$ cat src/hw/rtl/fsv_pkg.sv
`default_nettype none

package fsv_pkg;

   // Field widths of the channels and the configuration port.
   localparam int DATA_WIDTH     = 64;
   localparam int MOD_WIDTH      = 64;
   localparam int SUM_WIDTH      = MOD_WIDTH + 2;
   localparam int ROUND_WIDTH    = 6;
   localparam int CMD_WIDTH      = 2;
   localparam int CNT_WIDTH      = $clog2(DATA_WIDTH);
   localparam int CSR_ADDR_WIDTH = 5;
   localparam int CSR_DATA_WIDTH = 64;
   localparam int CSR_INDEX_LSB  = 3;

   localparam logic [ROUND_WIDTH-1:0] ROUNDS_MIN = ROUND_WIDTH'(3);
   localparam logic [ROUND_WIDTH-1:0] ROUNDS_MAX = ROUND_WIDTH'(50);

   localparam logic [MOD_WIDTH-1:0] MODULUS_RESET    = MOD_WIDTH'(2);
   localparam logic [MOD_WIDTH-1:0] PUBLIC_KEY_RESET = MOD_WIDTH'(1);

   typedef enum logic [CMD_WIDTH-1:0] {
      CMD_QUESTION = 2'd0,
      CMD_VERIFY   = 2'd1,
      CMD_CHECK    = 2'd2
   } cmd_type;

   typedef enum logic [CSR_ADDR_WIDTH-CSR_INDEX_LSB-1:0] {
      CSR_MODULUS     = 2'd0,
      CSR_PUBLIC_KEY  = 2'd1,
      CSR_ROUND_COUNT = 2'd2
   } csr_index_type;

   typedef enum logic [2:0] {
      ST_IDLE,
      ST_REDUCE,
      ST_SQUARE,
      ST_KEY,
      ST_CHECK,
      ST_DONE
   } state_type;

endpackage

`default_nettype wire

$ cat src/hw/rtl/fsv_channels.sv
`default_nettype none

interface fsv_req_if;
   logic                             valid;
   logic                             ready;
   logic [fsv_pkg::CMD_WIDTH-1:0]    command;
   logic [fsv_pkg::DATA_WIDTH-1:0]   commitment;
   logic                             challenge_bit;
   logic [fsv_pkg::DATA_WIDTH-1:0]   response;

   modport source (output valid, command, commitment, challenge_bit, response,
                   input ready);
   modport sink   (input valid, command, commitment, challenge_bit, response,
                   output ready);
endinterface

interface fsv_rsp_if;
   logic                             valid;
   logic                             ready;
   logic                             success;
   logic                             challenge_out;
   logic [fsv_pkg::ROUND_WIDTH-1:0]  rounds_left;

   modport source (output valid, success, challenge_out, rounds_left,
                   input ready);
   modport sink   (input valid, success, challenge_out, rounds_left,
                   output ready);
endinterface

`default_nettype wire

$ cat src/hw/rtl/fiat_shamir_verifier.sv
`default_nettype none

// Verifier for Fiat-Shamir identification rounds. A question beat stores the
// commitment and the challenge bit; a verify beat tests the response against
// the stored pair, and a check beat carries all three at once. The test
// y*y (times the public key when the bit is set) mod n is computed by one
// shared modular shift-add unit that takes one bit of the multiplier per
// cycle: a first pass reduces y modulo n, a second squares it and a
// third multiplies by the key when the bit is one. A check state then
// records the result and a done state moves it to the response register
// once that register is free; only then is the next request taken. Questions
// and refused commands go straight from idle to the done state. A
// finished response waits in its output register, so the next
// request is taken while it is still unread. Configuration registers sit at
// byte addresses 0 (modulus), 8 (public key) and 16 (round count) and may only
// be written while the block is idle; a write to any of the three reloads
// the round counter. No clearing pass follows reset.
module fiat_shamir_verifier (
   input  wire                                 clock,
   input  wire                                 reset,
   fsv_req_if.sink                             req_chan,
   fsv_rsp_if.source                           rsp_chan,
   input  wire                                 csr_psel,
   input  wire                                 csr_penable,
   input  wire                                 csr_pwrite,
   input  wire [fsv_pkg::CSR_ADDR_WIDTH-1:0]   csr_paddr,
   input  wire [fsv_pkg::CSR_DATA_WIDTH-1:0]   csr_pwdata,
   output logic [fsv_pkg::CSR_DATA_WIDTH-1:0]  csr_prdata,
   output logic                                csr_pready
);

   typedef struct packed {
      logic unit_start;
      logic unit_step;
      logic chain_square;
      logic chain_key;
      logic check_en;
      logic post;
   } seq_ctl_type;

   // Configuration and protocol state.
   logic [fsv_pkg::MOD_WIDTH-1:0]    modulus_ff;
   logic [fsv_pkg::MOD_WIDTH-1:0]    public_key_ff;
   logic [fsv_pkg::ROUND_WIDTH-1:0]  round_count_ff;
   logic [fsv_pkg::ROUND_WIDTH-1:0]  rounds_ff;
   logic [fsv_pkg::DATA_WIDTH-1:0]   stored_commitment_ff;
   logic                             stored_challenge_ff;
   logic                             pending_ff;

   fsv_pkg::state_type state_ff, state_in;
   seq_ctl_type        ctl;

   // Operands of the current test.
   logic [fsv_pkg::DATA_WIDTH-1:0]   x_ff;
   logic                             bit_ff;
   logic [fsv_pkg::DATA_WIDTH-1:0]   y_ff;

   // Shared modular multiply unit.
   logic [fsv_pkg::MOD_WIDTH-1:0]    acc_ff;
   logic [fsv_pkg::MOD_WIDTH-1:0]    mult_a_ff;
   logic [fsv_pkg::DATA_WIDTH-1:0]   mult_b_ff;
   logic [fsv_pkg::CNT_WIDTH-1:0]    cnt_ff;
   logic [fsv_pkg::SUM_WIDTH-1:0]    sum_raw;
   logic [fsv_pkg::SUM_WIDTH-1:0]    mod_once;
   logic [fsv_pkg::SUM_WIDTH-1:0]    mod_twice;
   logic [fsv_pkg::MOD_WIDTH-1:0]    step_sum;
   logic                             last_bit;

   // Pending result and output register.
   logic                             res_ok_ff;
   logic                             res_chal_ff;
   logic [fsv_pkg::ROUND_WIDTH-1:0]  res_left_ff;
   logic                             rsp_valid_ff;
   logic                             rsp_success_ff;
   logic                             rsp_chal_ff;
   logic [fsv_pkg::ROUND_WIDTH-1:0]  rsp_left_ff;

   logic                             req_fire;
   logic                             is_question;
   logic                             is_verify;
   logic                             is_check;
   logic                             go_test;
   logic                             test_pass;
   logic                             out_free;

   logic                             csr_write;
   fsv_pkg::csr_index_type           csr_index;
   logic [fsv_pkg::ROUND_WIDTH-1:0]  round_wr;
   logic [fsv_pkg::MOD_WIDTH-1:0]    modulus_wr;

   // ------------------------------------------------------------------
   // Request decode
   // ------------------------------------------------------------------
   assign req_chan.ready = (state_ff == fsv_pkg::ST_IDLE);
   assign req_fire       = req_chan.valid && req_chan.ready;
   assign is_question    = (req_chan.command == fsv_pkg::CMD_QUESTION);
   assign is_verify      = (req_chan.command == fsv_pkg::CMD_VERIFY);
   assign is_check       = (req_chan.command == fsv_pkg::CMD_CHECK);
   assign go_test        = ((is_verify && pending_ff) || is_check) &&
                           (rounds_ff != '0);

   assign test_pass = (fsv_pkg::DATA_WIDTH'(acc_ff) == x_ff);
   assign out_free  = !rsp_valid_ff || rsp_chan.ready;

   // ------------------------------------------------------------------
   // Multiply step: acc = (2*acc + bit*a) mod n, with acc and a below n,
   // so the raw sum stays below 3n and one of two subtractions reduces it.
   // ------------------------------------------------------------------
   always_comb begin
      sum_raw   = {acc_ff, 1'b0} +
                  (mult_b_ff[fsv_pkg::DATA_WIDTH-1] ?
                   fsv_pkg::SUM_WIDTH'(mult_a_ff) : '0);
      mod_once  = fsv_pkg::SUM_WIDTH'(modulus_ff);
      mod_twice = fsv_pkg::SUM_WIDTH'({modulus_ff, 1'b0});
      if (sum_raw >= mod_twice) begin
         step_sum = fsv_pkg::MOD_WIDTH'(sum_raw - mod_twice);
      end else if (sum_raw >= mod_once) begin
         step_sum = fsv_pkg::MOD_WIDTH'(sum_raw - mod_once);
      end else begin
         step_sum = fsv_pkg::MOD_WIDTH'(sum_raw);
      end
   end

   assign last_bit = (cnt_ff == fsv_pkg::CNT_WIDTH'(fsv_pkg::DATA_WIDTH - 1));

   // ------------------------------------------------------------------
   // Sequencer
   // ------------------------------------------------------------------
   always_comb begin
      state_in = state_ff;
      case (state_ff)
         fsv_pkg::ST_IDLE: begin
            if (req_fire) begin
               state_in = go_test ? fsv_pkg::ST_REDUCE : fsv_pkg::ST_DONE;
            end
         end
         fsv_pkg::ST_REDUCE: begin
            if (last_bit) begin
               state_in = fsv_pkg::ST_SQUARE;
            end
         end
         fsv_pkg::ST_SQUARE: begin
            if (last_bit) begin
               state_in = bit_ff ? fsv_pkg::ST_KEY : fsv_pkg::ST_CHECK;
            end
         end
         fsv_pkg::ST_KEY: begin
            if (last_bit) begin
               state_in = fsv_pkg::ST_CHECK;
            end
         end
         fsv_pkg::ST_CHECK: begin
            state_in = fsv_pkg::ST_DONE;
         end
         fsv_pkg::ST_DONE: begin
            if (out_free) begin
               state_in = fsv_pkg::ST_IDLE;
            end
         end
         default: begin
            state_in = fsv_pkg::ST_IDLE;
         end
      endcase
   end

   always_comb begin
      ctl = '0;
      case (state_ff)
         fsv_pkg::ST_IDLE: begin
            ctl.unit_start = req_fire && go_test;
         end
         fsv_pkg::ST_REDUCE: begin
            ctl.unit_step    = 1'b1;
            ctl.chain_square = last_bit;
         end
         fsv_pkg::ST_SQUARE: begin
            ctl.unit_step = 1'b1;
            ctl.chain_key = last_bit && bit_ff;
         end
         fsv_pkg::ST_KEY: begin
            ctl.unit_step = 1'b1;
         end
         fsv_pkg::ST_CHECK: begin
            ctl.check_en = 1'b1;
         end
         fsv_pkg::ST_DONE: begin
            ctl.post = out_free;
         end
         default: begin
            ctl = '0;
         end
      endcase
   end

   // ------------------------------------------------------------------
   // Configuration port
   // ------------------------------------------------------------------
   assign csr_pready = 1'b1;
   assign csr_write  = csr_psel && csr_penable && csr_pwrite && csr_pready;
   assign csr_index  = fsv_pkg::csr_index_type'(
                          csr_paddr[fsv_pkg::CSR_ADDR_WIDTH-1:fsv_pkg::CSR_INDEX_LSB]);

   always_comb begin
      round_wr   = csr_pwdata[fsv_pkg::ROUND_WIDTH-1:0];
      modulus_wr = csr_pwdata[fsv_pkg::MOD_WIDTH-1:0];
      if (!(round_wr inside {[fsv_pkg::ROUNDS_MIN:fsv_pkg::ROUNDS_MAX]})) begin
         round_wr = (round_wr < fsv_pkg::ROUNDS_MIN) ? fsv_pkg::ROUNDS_MIN
                                                    : fsv_pkg::ROUNDS_MAX;
      end
      // A modulus of zero or one would leave nothing to reduce into.
      if (modulus_wr < fsv_pkg::MODULUS_RESET) begin
         modulus_wr = fsv_pkg::MODULUS_RESET;
      end
   end

   always_comb begin
      case (csr_index)
         fsv_pkg::CSR_MODULUS:     csr_prdata = fsv_pkg::CSR_DATA_WIDTH'(modulus_ff);
         fsv_pkg::CSR_PUBLIC_KEY:  csr_prdata = fsv_pkg::CSR_DATA_WIDTH'(public_key_ff);
         fsv_pkg::CSR_ROUND_COUNT: csr_prdata = fsv_pkg::CSR_DATA_WIDTH'(round_count_ff);
         default:                  csr_prdata = '0;
      endcase
   end

   // ------------------------------------------------------------------
   // Control registers
   // ------------------------------------------------------------------
   always_ff @(posedge clock) begin
      if (reset) begin
         state_ff             <= fsv_pkg::ST_IDLE;
         modulus_ff           <= fsv_pkg::MODULUS_RESET;
         public_key_ff        <= fsv_pkg::PUBLIC_KEY_RESET;
         round_count_ff       <= fsv_pkg::ROUNDS_MIN;
         rounds_ff            <= fsv_pkg::ROUNDS_MIN;
         pending_ff           <= 1'b0;
         stored_commitment_ff <= '0;
         stored_challenge_ff  <= 1'b0;
         rsp_valid_ff         <= 1'b0;
      end else begin
         state_ff <= state_in;

         if (csr_write) begin
            case (csr_index)
               fsv_pkg::CSR_MODULUS: begin
                  modulus_ff <= modulus_wr;
                  rounds_ff  <= round_count_ff;
               end
               fsv_pkg::CSR_PUBLIC_KEY: begin
                  public_key_ff <= csr_pwdata[fsv_pkg::MOD_WIDTH-1:0];
                  rounds_ff     <= round_count_ff;
               end
               fsv_pkg::CSR_ROUND_COUNT: begin
                  round_count_ff <= round_wr;
                  rounds_ff      <= round_wr;
               end
               default: begin
               end
            endcase
         end else if (ctl.check_en) begin
            rounds_ff <= test_pass ? rounds_ff - fsv_pkg::ROUND_WIDTH'(1)
                                   : round_count_ff;
         end

         if (req_fire) begin
            if (is_question) begin
               if (!pending_ff) begin
                  pending_ff           <= 1'b1;
                  stored_commitment_ff <= req_chan.commitment;
                  stored_challenge_ff  <= req_chan.challenge_bit;
               end
            end else if (is_verify || is_check) begin
               // Any test closes the open question, even one that errors out.
               pending_ff <= 1'b0;
            end
         end

         if (ctl.post) begin
            rsp_valid_ff <= 1'b1;
         end else if (rsp_chan.ready) begin
            rsp_valid_ff <= 1'b0;
         end
      end
   end

   // ------------------------------------------------------------------
   // Datapath registers
   // ------------------------------------------------------------------
   always_ff @(posedge clock) begin
      if (req_fire) begin
         x_ff   <= is_verify ? stored_commitment_ff : req_chan.commitment;
         bit_ff <= is_verify ? stored_challenge_ff : req_chan.challenge_bit;
         y_ff   <= req_chan.response;

         res_ok_ff   <= is_question && !pending_ff;
         res_chal_ff <= is_question && !pending_ff && req_chan.challenge_bit;
         res_left_ff <= rounds_ff;
      end

      if (ctl.check_en) begin
         res_ok_ff   <= test_pass;
         res_chal_ff <= 1'b0;
         res_left_ff <= test_pass ? rounds_ff - fsv_pkg::ROUND_WIDTH'(1) : rounds_ff;
      end

      // First pass multiplies 1 by y, which leaves y mod n in the accumulator.
      if (ctl.unit_start) begin
         acc_ff    <= '0;
         mult_a_ff <= fsv_pkg::MOD_WIDTH'(1);
         mult_b_ff <= req_chan.response;
         cnt_ff    <= '0;
      end else if (ctl.unit_step) begin
         cnt_ff <= cnt_ff + fsv_pkg::CNT_WIDTH'(1);
         if (ctl.chain_square) begin
            acc_ff    <= '0;
            mult_a_ff <= step_sum;
            mult_b_ff <= y_ff;
         end else if (ctl.chain_key) begin
            acc_ff    <= '0;
            mult_a_ff <= step_sum;
            mult_b_ff <= fsv_pkg::DATA_WIDTH'(public_key_ff);
         end else begin
            acc_ff    <= step_sum;
            mult_b_ff <= {mult_b_ff[fsv_pkg::DATA_WIDTH-2:0], 1'b0};
         end
      end

      if (ctl.post) begin
         rsp_success_ff <= res_ok_ff;
         rsp_chal_ff    <= res_chal_ff;
         rsp_left_ff    <= res_left_ff;
      end
   end

   assign rsp_chan.valid         = rsp_valid_ff;
   assign rsp_chan.success       = rsp_success_ff;
   assign rsp_chan.challenge_out = rsp_chal_ff;
   assign rsp_chan.rounds_left   = rsp_left_ff;

`ifndef SYNTHESIS
   a_rounds_bounded : assert property (@(posedge clock) disable iff (reset)
      rounds_ff <= fsv_pkg::ROUNDS_MAX)
      else $error("round counter above its maximum");

   a_unit_reduced : assert property (@(posedge clock) disable iff (reset)
      (state_ff == fsv_pkg::ST_REDUCE || state_ff == fsv_pkg::ST_SQUARE ||
       state_ff == fsv_pkg::ST_KEY || state_ff == fsv_pkg::ST_CHECK)
      |-> (acc_ff < modulus_ff) && (mult_a_ff < modulus_ff))
      else $error("multiply operands not reduced below the modulus");

   a_start_clean : assert property (@(posedge clock) disable iff (reset)
      ctl.unit_start |=> (state_ff == fsv_pkg::ST_REDUCE) && (cnt_ff == '0))
      else $error("test did not start with a cleared bit counter");

   a_fail_reloads : assert property (@(posedge clock) disable iff (reset)
      ctl.check_en && !test_pass |=> rounds_ff == round_count_ff)
      else $error("failed test did not reload the round counter");

   a_chal_implies_ok : assert property (@(posedge clock) disable iff (reset)
      rsp_chan.valid && rsp_chan.challenge_out |-> rsp_chan.success)
      else $error("challenge issued on a refused beat");
`endif

endmodule

`default_nettype wire
$ cat src/flat_wrapper.sv
// flat-port wrapper written by rule: the top's interface ports become plain ports
module fiat_shamir_verifier_flat 
  (clock, reset, csr_psel, csr_penable, csr_pwrite, csr_paddr, csr_pwdata, csr_prdata, csr_pready, req_chan_valid, req_chan_command, req_chan_commitment, req_chan_challenge_bit, req_chan_response, req_chan_ready, rsp_chan_valid, rsp_chan_success, rsp_chan_challenge_out, rsp_chan_rounds_left, rsp_chan_ready);
  fsv_req_if req_chan_i ();
  fsv_rsp_if rsp_chan_i ();
  input  wire clock;
  input  wire reset;
  input  wire csr_psel;
  input  wire csr_penable;
  input  wire csr_pwrite;
  input  wire [fsv_pkg::CSR_ADDR_WIDTH-1:0] csr_paddr;
  input  wire [fsv_pkg::CSR_DATA_WIDTH-1:0] csr_pwdata;
  output logic [fsv_pkg::CSR_DATA_WIDTH-1:0] csr_prdata;
  output logic csr_pready;
  input wire logic [$bits(req_chan_i.valid)-1:0] req_chan_valid;
  input wire logic [$bits(req_chan_i.command)-1:0] req_chan_command;
  input wire logic [$bits(req_chan_i.commitment)-1:0] req_chan_commitment;
  input wire logic [$bits(req_chan_i.challenge_bit)-1:0] req_chan_challenge_bit;
  input wire logic [$bits(req_chan_i.response)-1:0] req_chan_response;
  output wire logic [$bits(req_chan_i.ready)-1:0] req_chan_ready;
  output wire logic [$bits(rsp_chan_i.valid)-1:0] rsp_chan_valid;
  output wire logic [$bits(rsp_chan_i.success)-1:0] rsp_chan_success;
  output wire logic [$bits(rsp_chan_i.challenge_out)-1:0] rsp_chan_challenge_out;
  output wire logic [$bits(rsp_chan_i.rounds_left)-1:0] rsp_chan_rounds_left;
  input wire logic [$bits(rsp_chan_i.ready)-1:0] rsp_chan_ready;
  assign req_chan_i.valid = req_chan_valid;
  assign req_chan_i.command = req_chan_command;
  assign req_chan_i.commitment = req_chan_commitment;
  assign req_chan_i.challenge_bit = req_chan_challenge_bit;
  assign req_chan_i.response = req_chan_response;
  assign req_chan_ready = req_chan_i.ready;
  assign rsp_chan_valid = rsp_chan_i.valid;
  assign rsp_chan_success = rsp_chan_i.success;
  assign rsp_chan_challenge_out = rsp_chan_i.challenge_out;
  assign rsp_chan_rounds_left = rsp_chan_i.rounds_left;
  assign rsp_chan_i.ready = rsp_chan_ready;
  fiat_shamir_verifier u_core (.clock(clock), .reset(reset), .req_chan(req_chan_i), .rsp_chan(rsp_chan_i), .csr_psel(csr_psel), .csr_penable(csr_penable), .csr_pwrite(csr_pwrite), .csr_paddr(csr_paddr), .csr_pwdata(csr_pwdata), .csr_prdata(csr_prdata), .csr_pready(csr_pready));
endmodule
$ cat config.mk
export PLATFORM = sky130hd
export DESIGN_NAME = fiat_shamir_verifier_flat
export DESIGN_NICKNAME = d
export VERILOG_FILES = /design/src/hw/rtl/fsv_pkg.sv /design/src/hw/rtl/fsv_channels.sv /design/src/hw/rtl/fiat_shamir_verifier.sv /design/src/flat_wrapper.sv
export SDC_FILE = /design/constraint.sdc
export NUM_CORES = 2
export LEC_CHECK = 0
export BUFFER_PORTS_ARGS = -buffer_cell sky130_fd_sc_hd__clkbuf_2
export CAP_MARGIN = 5
export CORE_ASPECT_RATIO = 0.6
export CORE_MARGIN = 2
export CORE_UTILIZATION = 41
export CTS_CLUSTER_SIZE = 28
export DETAILED_ROUTE_END_ITERATION = 7
export GPL_TIMING_DRIVEN = 0
export PLACE_DENSITY = 0.62
export SYNTH_ARGS = -nofsm -noshare
export SYNTH_HDL_FRONTEND = slang
export SYNTH_SLANG_ARGS = --single-unit
$ cat constraint.sdc
create_clock -name clock -period 9.6 [get_ports clock]
set_input_delay 1.44 -clock clock [delete_from_list [all_inputs] [get_ports clock]]
set_output_delay 1.44 -clock clock [all_outputs]
set_load 0.02 [all_outputs]
[Word level (Yosys, flattened, before mapping)]
Cells that the tools add are included.
Storage, ports and cells
  memory bits (writable): 0
  memories: 0
  register bits: 553
  bits in read-only memories: 0
  latch bits: 0
  word-level logic and storage cells: 130
  output and inout port bits: 75
Cells by class
  reduce and logical (&&, ||, !) cells: 35
  divide/modulo/power cells: 0
  multiplexer cells: 44
  eq/ne operators: 17
  shift-type cells: 0
  magnitude comparators: 6
  add/sub/neg operators: 5
  bitwise logic cells: 1
  multiply operators: 0
Operators by type and width (number)
  $mux 64: 13
  $pmux 64 s3: 1
  $sub 64x64->64: 2
  $add 65x64->66: 1
  $ge 66x64->1: 1
  $ge 66x65->1: 1
  $eq 64x64->1: 1
  $lt 64x2->1 const B: 1
  $mux 6: 8
  $mux 3: 7
  $pmux 3 s6: 1
  $mux 1: 13
  $pmux 6 s2: 1
  $reduce_and 2->1: 6
  $reduce_bool 2->1: 6
  $logic_and 1x1->1: 10
  $ne 2x1->1 const B: 4
  $add 6x1->6 const B: 1
  $eq 3x2->1 const B: 2
  $eq 3x3->1 const B: 2
  $eq 6x6->1 const B: 1
  $ge 6x2->1 const B: 1
  $le 6x6->1 const B: 1
  $lt 6x2->1 const B: 1
  other kinds (16): 22

[Depth between registers and ports, before layout]
  depth after elaboration: 7
  depth in mapped cells: 30
  depth with buffers taken out: 25

[Least setup slack after synthesis]
OpenSTA, ideal clock, no wires.
  kind: register -> register
  start: register u_core.mult_b_ff[63] (netlist name)
  end: register u_core.acc_ff[1] (netlist name)
  data arrival time: 5594 ps
  data required time: 9499 ps
  setup slack: 3905 ps
  stages on the path, launching flop included: 29
  cell sequence: edfxtp_1 -> clkbuf_1 -> clkbuf_1 -> and2_1 -> ha_1 -> inv_1 -> fa_1 -> nand2b_1 -> a21oi_1 -> o21ai_1 -> a211oi_1 -> o211ai_1 -> nand2_1 -> a2bb2oi_1 -> xor2_1 -> ha_1 -> clkbuf_1 -> nand2_1 -> nor2_1 -> a211oi_1 -> o21ai_1 -> o21bai_1 -> a31o_2 -> a221oi_2 -> and2_1 -> buf_4 -> buf_4 -> mux2_2 -> o22ai_1
On the way
  longest elaborated chain between the ends: 7
Ends and longest elaborated chain
  from (decl): line fiat_shamir_verifier.sv:61  | logic [fsv_pkg::DATA_WIDTH-1:0] mult_b_ff;
  from (signal assigned): line fiat_shamir_verifier.sv:309  | mult_b_ff <= req_chan.response;
  from (signal assigned): line fiat_shamir_verifier.sv:316  | mult_b_ff <= y_ff;
  from (signal assigned): line fiat_shamir_verifier.sv:320  | mult_b_ff <= fsv_pkg::DATA_WIDTH'(public_key_ff);
  $mux 64 *: line fiat_shamir_verifier.sv:111  | (mult_b_ff[fsv_pkg::DATA_WIDTH-1] ?
  $add 65x64->66 *: line fiat_shamir_verifier.sv:110  | sum_raw = {acc_ff, 1'b0} +
  $sub 64x64->64 or $ge 66x64->1 (tied branches): line fiat_shamir_verifier.sv:118, fiat_shamir_verifier.sv:117
  $mux 64: line fiat_shamir_verifier.sv:117  | end else if (sum_raw >= mod_once) begin
  $mux 64 *: line fiat_shamir_verifier.sv:115  | if (sum_raw >= mod_twice) begin
  $mux 64 *: line fiat_shamir_verifier.sv:317  | end else if (ctl.chain_key) begin
  $mux 64 *: line fiat_shamir_verifier.sv:313  | if (ctl.chain_square) begin
  to (signal assigned): line fiat_shamir_verifier.sv:322  | acc_ff <= step_sum;
  to (decl): line fiat_shamir_verifier.sv:59  | logic [fsv_pkg::MOD_WIDTH-1:0] acc_ff;
Mark *: on every way between the ends. The rest lies on a longest branch, timed or not.
A chain may end at the register's enable or synchronous reset.

[Final worst setup path]
  start: register u_core.mult_b_ff[63] (netlist name)
  end: register u_core.mult_a_ff[62] (netlist name)
On the way
  longest elaborated chain between the ends: 7
Ends and longest elaborated chain
  $mux 64 *: line fiat_shamir_verifier.sv:111
  $add 65x64->66 *: line fiat_shamir_verifier.sv:110
  $sub 64x64->64 or $ge 66x64->1 (tied branches): line fiat_shamir_verifier.sv:118, fiat_shamir_verifier.sv:117
  $mux 64: line fiat_shamir_verifier.sv:117
  $mux 64 *: line fiat_shamir_verifier.sv:115
  $mux 64: line fiat_shamir_verifier.sv:317
  $mux 64 *: line fiat_shamir_verifier.sv:313
  to (signal assigned): line fiat_shamir_verifier.sv:308  | mult_a_ff <= fsv_pkg::MOD_WIDTH'(1);
  to (signal assigned): line fiat_shamir_verifier.sv:315  | mult_a_ff <= step_sum;
  to (signal assigned): line fiat_shamir_verifier.sv:319  | mult_a_ff <= step_sum;
  to (decl): line fiat_shamir_verifier.sv:60  | logic [fsv_pkg::MOD_WIDTH-1:0] mult_a_ff;
Mark *: on every way between the ends. The rest lies on a longest branch, timed or not. The select of a mux whose other input is x is not followed.

==> run metrics <==
status finished clean; fraction of layout instances using a drive strength above 1 0.111; start-to-end type of the worst setup path flip-flop to flip-flop; multiplexer area fraction after synthesis 0.0719; share of the yosys chip area belonging to registers 0.360; antenna viol nets, final 0; Final GP Congestion 0.989; Adder-Cell Fraction of Synth Area 0.0682; timing-limited maximum frequency 0.105 GHz; shortest clock period the worst path allows after layout 9.51 ns; worst endpoint required time 10.08 ns; port bufs 273; top cells by area, synth sky130_fd_sc_hd__dfxtp_1, sky130_fd_sc_hd__edfxtp_1, sky130_fd_sc_hd__nand2_1; clock network latency to the later pin of the worst-skew pair 0.65 ns; Top FF cell, synth sky130_fd_sc_hd__dfxtp_1; cell at the root of the clock tree sky130_fd_sc_hd__clkbuf_16; CTS Hold Buffers Added 0; Worst EP arrival 9.99 ns; library cell occupying the most area in the post-synthesis netlist sky130_fd_sc_hd__dfxtp_1; Hold WC Path Type flip-flop to flip-flop; final layout net count 5181; total of warnings raised by yosys 0; number of global-route vias before repair 31.8k; total count of hold-check failures in the final report 0; number of placed I/O pins 282; number of synthesized register bits 553; Post-route DRC 0; Synth top area share 0.189; core box area 87900 µm²; DP Area 39500 µm²; Post-Syn Nets 4846; number of instances in the synthesized netlist 4442; number of search-and-repair iterations in the first detailed-routing pass 7; distinct cell type count of the synthesized netlist 98; FILL cells 8810; total global routing overflow 0; setup repair after global routing missed its margin no; cts bufs inserted 55; summed instance area of the synthesized netlist 36500 µm²; average size of a mapped cell 8.22 µm²; final standard cell utilization of the core 0.471; sum of routed wire length over all layers 148 mm; Max Buffers Root-to-Sink 3; most instantiated cells after synthesis sky130_fd_sc_hd__nand2_1, sky130_fd_sc_hd__a21oi_1, sky130_fd_sc_hd__dfxtp_1, sky130_fd_sc_hd__nor2_1, sky130_fd_sc_hd__o21ai_0; CTS tree yes; share of the clock period used by the worst path 0.991; post-DP HPWL 121 mm; simple-gate area share of the yosys netlist 0.182; vias per std cell 5.92; routed via count 35.4k; Worst-path clk slew 0.07 ns; global-route wire length before repair 212 mm; die width 389 µm; max-capacitance violation count 0; initial standard-cell utilization of the core 0.415; std cell rows 84; number of levels the H-tree was split into 2; number of antenna violations at the first check in global routing 3; post-synthesis share of cell area spent on xor and xnor gates 0.0588; die height 235 µm; transition at the pin with the smallest max-transition slack 1.43 ns; CP Max Fanout 10; Post-synth EDFFs 208; Die Area 91500 µm²; worst clock skew 0.0288 ns; final hold slack 0.446 ns; total of endpoints with negative setup slack in the final report 0; final routed wire length divided by cell count 24.7 µm; share of synthesized flip-flops with an asynchronous set or reset 0; number of buffers added for setup after CTS 0; Setup crit end kind flip-flop; total track usage 0.311; Synth-to-Final Area Change 13.3%; maximum number of pins on one net before global-route repair 70; startpoint type of the worst setup path flip-flop; worst max-slew margin expressed relative to the limit 0.0498; clock sinks 553; first-iteration detailed-routing DRC count 4357; most numerous cell in the Yosys netlist sky130_fd_sc_hd__nand2_1; sum of negative setup slack 0 ns; final instance area 41400 µm²; compound-gate portion of the synthesized area 0.216; largest family of logic cells by synthesized area compound AO/OA/AOI/OAI gates; pins over their slew limit 0
-- area by class of cell --
cell class | instances | area (µm²) | area share
multi-input cells | 3497 | 21800 | 0.528
clock inverters | 25 | 280 | 0.00677
clock buffers | 78 | 1600 | 0.0386
repair buffers | 278 | 1470 | 0.0355
well taps | 1161 | 1450 | 0.0351
plain buffers | 277 | 1140 | 0.0276
diodes | 2 | 5.00 | 0.000121
flip-flops and latches | 553 | 13200 | 0.318
inverters | 115 | 439 | 0.0106
-- worst paths after layout --
check / slack, ns / from / endpoint / cells after the start
setup / recovery: 0.09 / u_core.mult_b_ff[63]$_DFFE_PP_ / u_core.mult_a_ff[62]$_SDFFE_PP0P_ / 27
hold / removal: 0.45 / u_core.res_left_ff[4]$_DFFE_PP_ / u_core.rsp_chan.rounds_left[4]$_DFFE_PP_ / 0
setup reg to reg: 0.09 / u_core.mult_b_ff[63]$_DFFE_PP_ / u_core.mult_a_ff[62]$_SDFFE_PP0P_ / 27
hold reg to reg: 0.45 / u_core.res_left_ff[4]$_DFFE_PP_ / u_core.rsp_chan.rounds_left[4]$_DFFE_PP_ / 0
-- routing by layer --
metal,routed length (µm),global-route usage,share of wire
met5,466,0.0338,0.0031
met2,55200,0.402,0.37
met1,69300,0.468,0.47
met4,2080,0.0480,0.014
met3,21000,0.141,0.14
-- stage by stage --
stage / worst slack [ns] / cells
finish: 0.0887 / 5986
global route: 0.0448 / 5984
CTS: 0.0674 / 5984
detailed placement: -0.200 / 5881
global placement: -0.0823 / 5876
floorplan: 3.91 / 4442
-- state kept, by name, summed over array words and instances, names as in the netlist, 3 cells and up --
| name | cells |
|---|---|
| u_core.rsp_chan.rounds_left | 6 |
| u_core.stored_commitment_ff | 64 |
| u_core.acc_ff | 64 |
| u_core.state_ff | 3 |
| u_core.modulus_ff | 64 |
| u_core.mult_b_ff | 64 |
| u_core.rounds_ff | 6 |
| u_core.round_count_ff | 6 |
| u_core.x_ff | 64 |
| u_core.cnt_ff | 6 |
| u_core.y_ff | 64 |
| u_core.res_left_ff | 6 |
| u_core.public_key_ff | 64 |
| u_core.mult_a_ff | 64 |
-- layout by cell type (no fill, tap or decap), types with 29 or more instances in the layout --
cell type	count
sky130_fd_sc_hd__and3_1	29
sky130_fd_sc_hd__xor2_1	150
sky130_fd_sc_hd__nor3_1	44
sky130_fd_sc_hd__nor4_1	36
sky130_fd_sc_hd__clkbuf_16	59
sky130_fd_sc_hd__edfxtp_1	208
sky130_fd_sc_hd__o21ai_1	93
sky130_fd_sc_hd__nand4_1	70
sky130_fd_sc_hd__nand2_1	776
sky130_fd_sc_hd__and2_1	73
sky130_fd_sc_hd__clkbuf_1	226
sky130_fd_sc_hd__clkbuf_2	279
sky130_fd_sc_hd__o211ai_1	36
sky130_fd_sc_hd__mux2_2	72
sky130_fd_sc_hd__inv_1	112
sky130_fd_sc_hd__a21oi_1	556
sky130_fd_sc_hd__nand3_1	52
sky130_fd_sc_hd__o21bai_1	40
sky130_fd_sc_hd__o21ai_0	226
sky130_fd_sc_hd__mux2_1	33
sky130_fd_sc_hd__a211oi_1	34
sky130_fd_sc_hd__ha_1	194
sky130_fd_sc_hd__buf_2	36
sky130_fd_sc_hd__xnor2_1	95
sky130_fd_sc_hd__a21o_1	92
sky130_fd_sc_hd__nor2_1	296
sky130_fd_sc_hd__mux2i_1	144
sky130_fd_sc_hd__dfxtp_1	345
-- critical path: stages, from the launching register on --
cell,delay (ns)
sky130_fd_sc_hd__edfxtp_1,0.41
sky130_fd_sc_hd__clkdlybuf4s15_1,0.69
sky130_fd_sc_hd__clkbuf_2,0.54
sky130_fd_sc_hd__and2_1,0.20
sky130_fd_sc_hd__ha_1,0.21
sky130_fd_sc_hd__inv_1,0.07
sky130_fd_sc_hd__fa_1,0.44
sky130_fd_sc_hd__nand2b_1,0.20
sky130_fd_sc_hd__a21oi_1,0.28
sky130_fd_sc_hd__o21ai_1,0.19
sky130_fd_sc_hd__a211oi_2,0.59
sky130_fd_sc_hd__nor2_1,0.19
sky130_fd_sc_hd__o31ai_1,0.37
sky130_fd_sc_hd__xor2_1,0.64
sky130_fd_sc_hd__ha_1,0.36
sky130_fd_sc_hd__buf_2,0.18
sky130_fd_sc_hd__nand2_1,0.18
sky130_fd_sc_hd__nor4_1,0.13
sky130_fd_sc_hd__a211o_1,0.27
sky130_fd_sc_hd__a21oi_1,0.27
sky130_fd_sc_hd__o21ai_1,0.25
sky130_fd_sc_hd__o31ai_2,0.44
sky130_fd_sc_hd__a21boi_1,0.32
sky130_fd_sc_hd__nor2_2,0.85
sky130_fd_sc_hd__buf_2,0.50
sky130_fd_sc_hd__nor2_1,0.15
sky130_fd_sc_hd__a22oi_1,0.27
sky130_fd_sc_hd__o22ai_1,0.12
-- what timing repair did --
item / in CTS / in global routing
gates resized for setup: 2 / 16
endpoints found under the setup margin: 40 / 120
gates cloned: 0 / 0
endpoints found under the hold margin: 0 / 0
-- logic make-up (layout without fill, tap and decap cells) --
family | after synthesis | count (layout)
and+or+nand+nor | 1498 | 1498
AOI/OAI and AO/OA | 1307 | 1307
DFF | 553 | 553
buffers and inverters | 392 | 773
muxes | 249 | 249
xor gates and xnor gates | 245 | 245
adders and majority gates | 197 | 197
other | 1 | 3
Power is not shown: default switching activity piles up to over one toggle a cycle in this logic, so the estimate is an artifact.
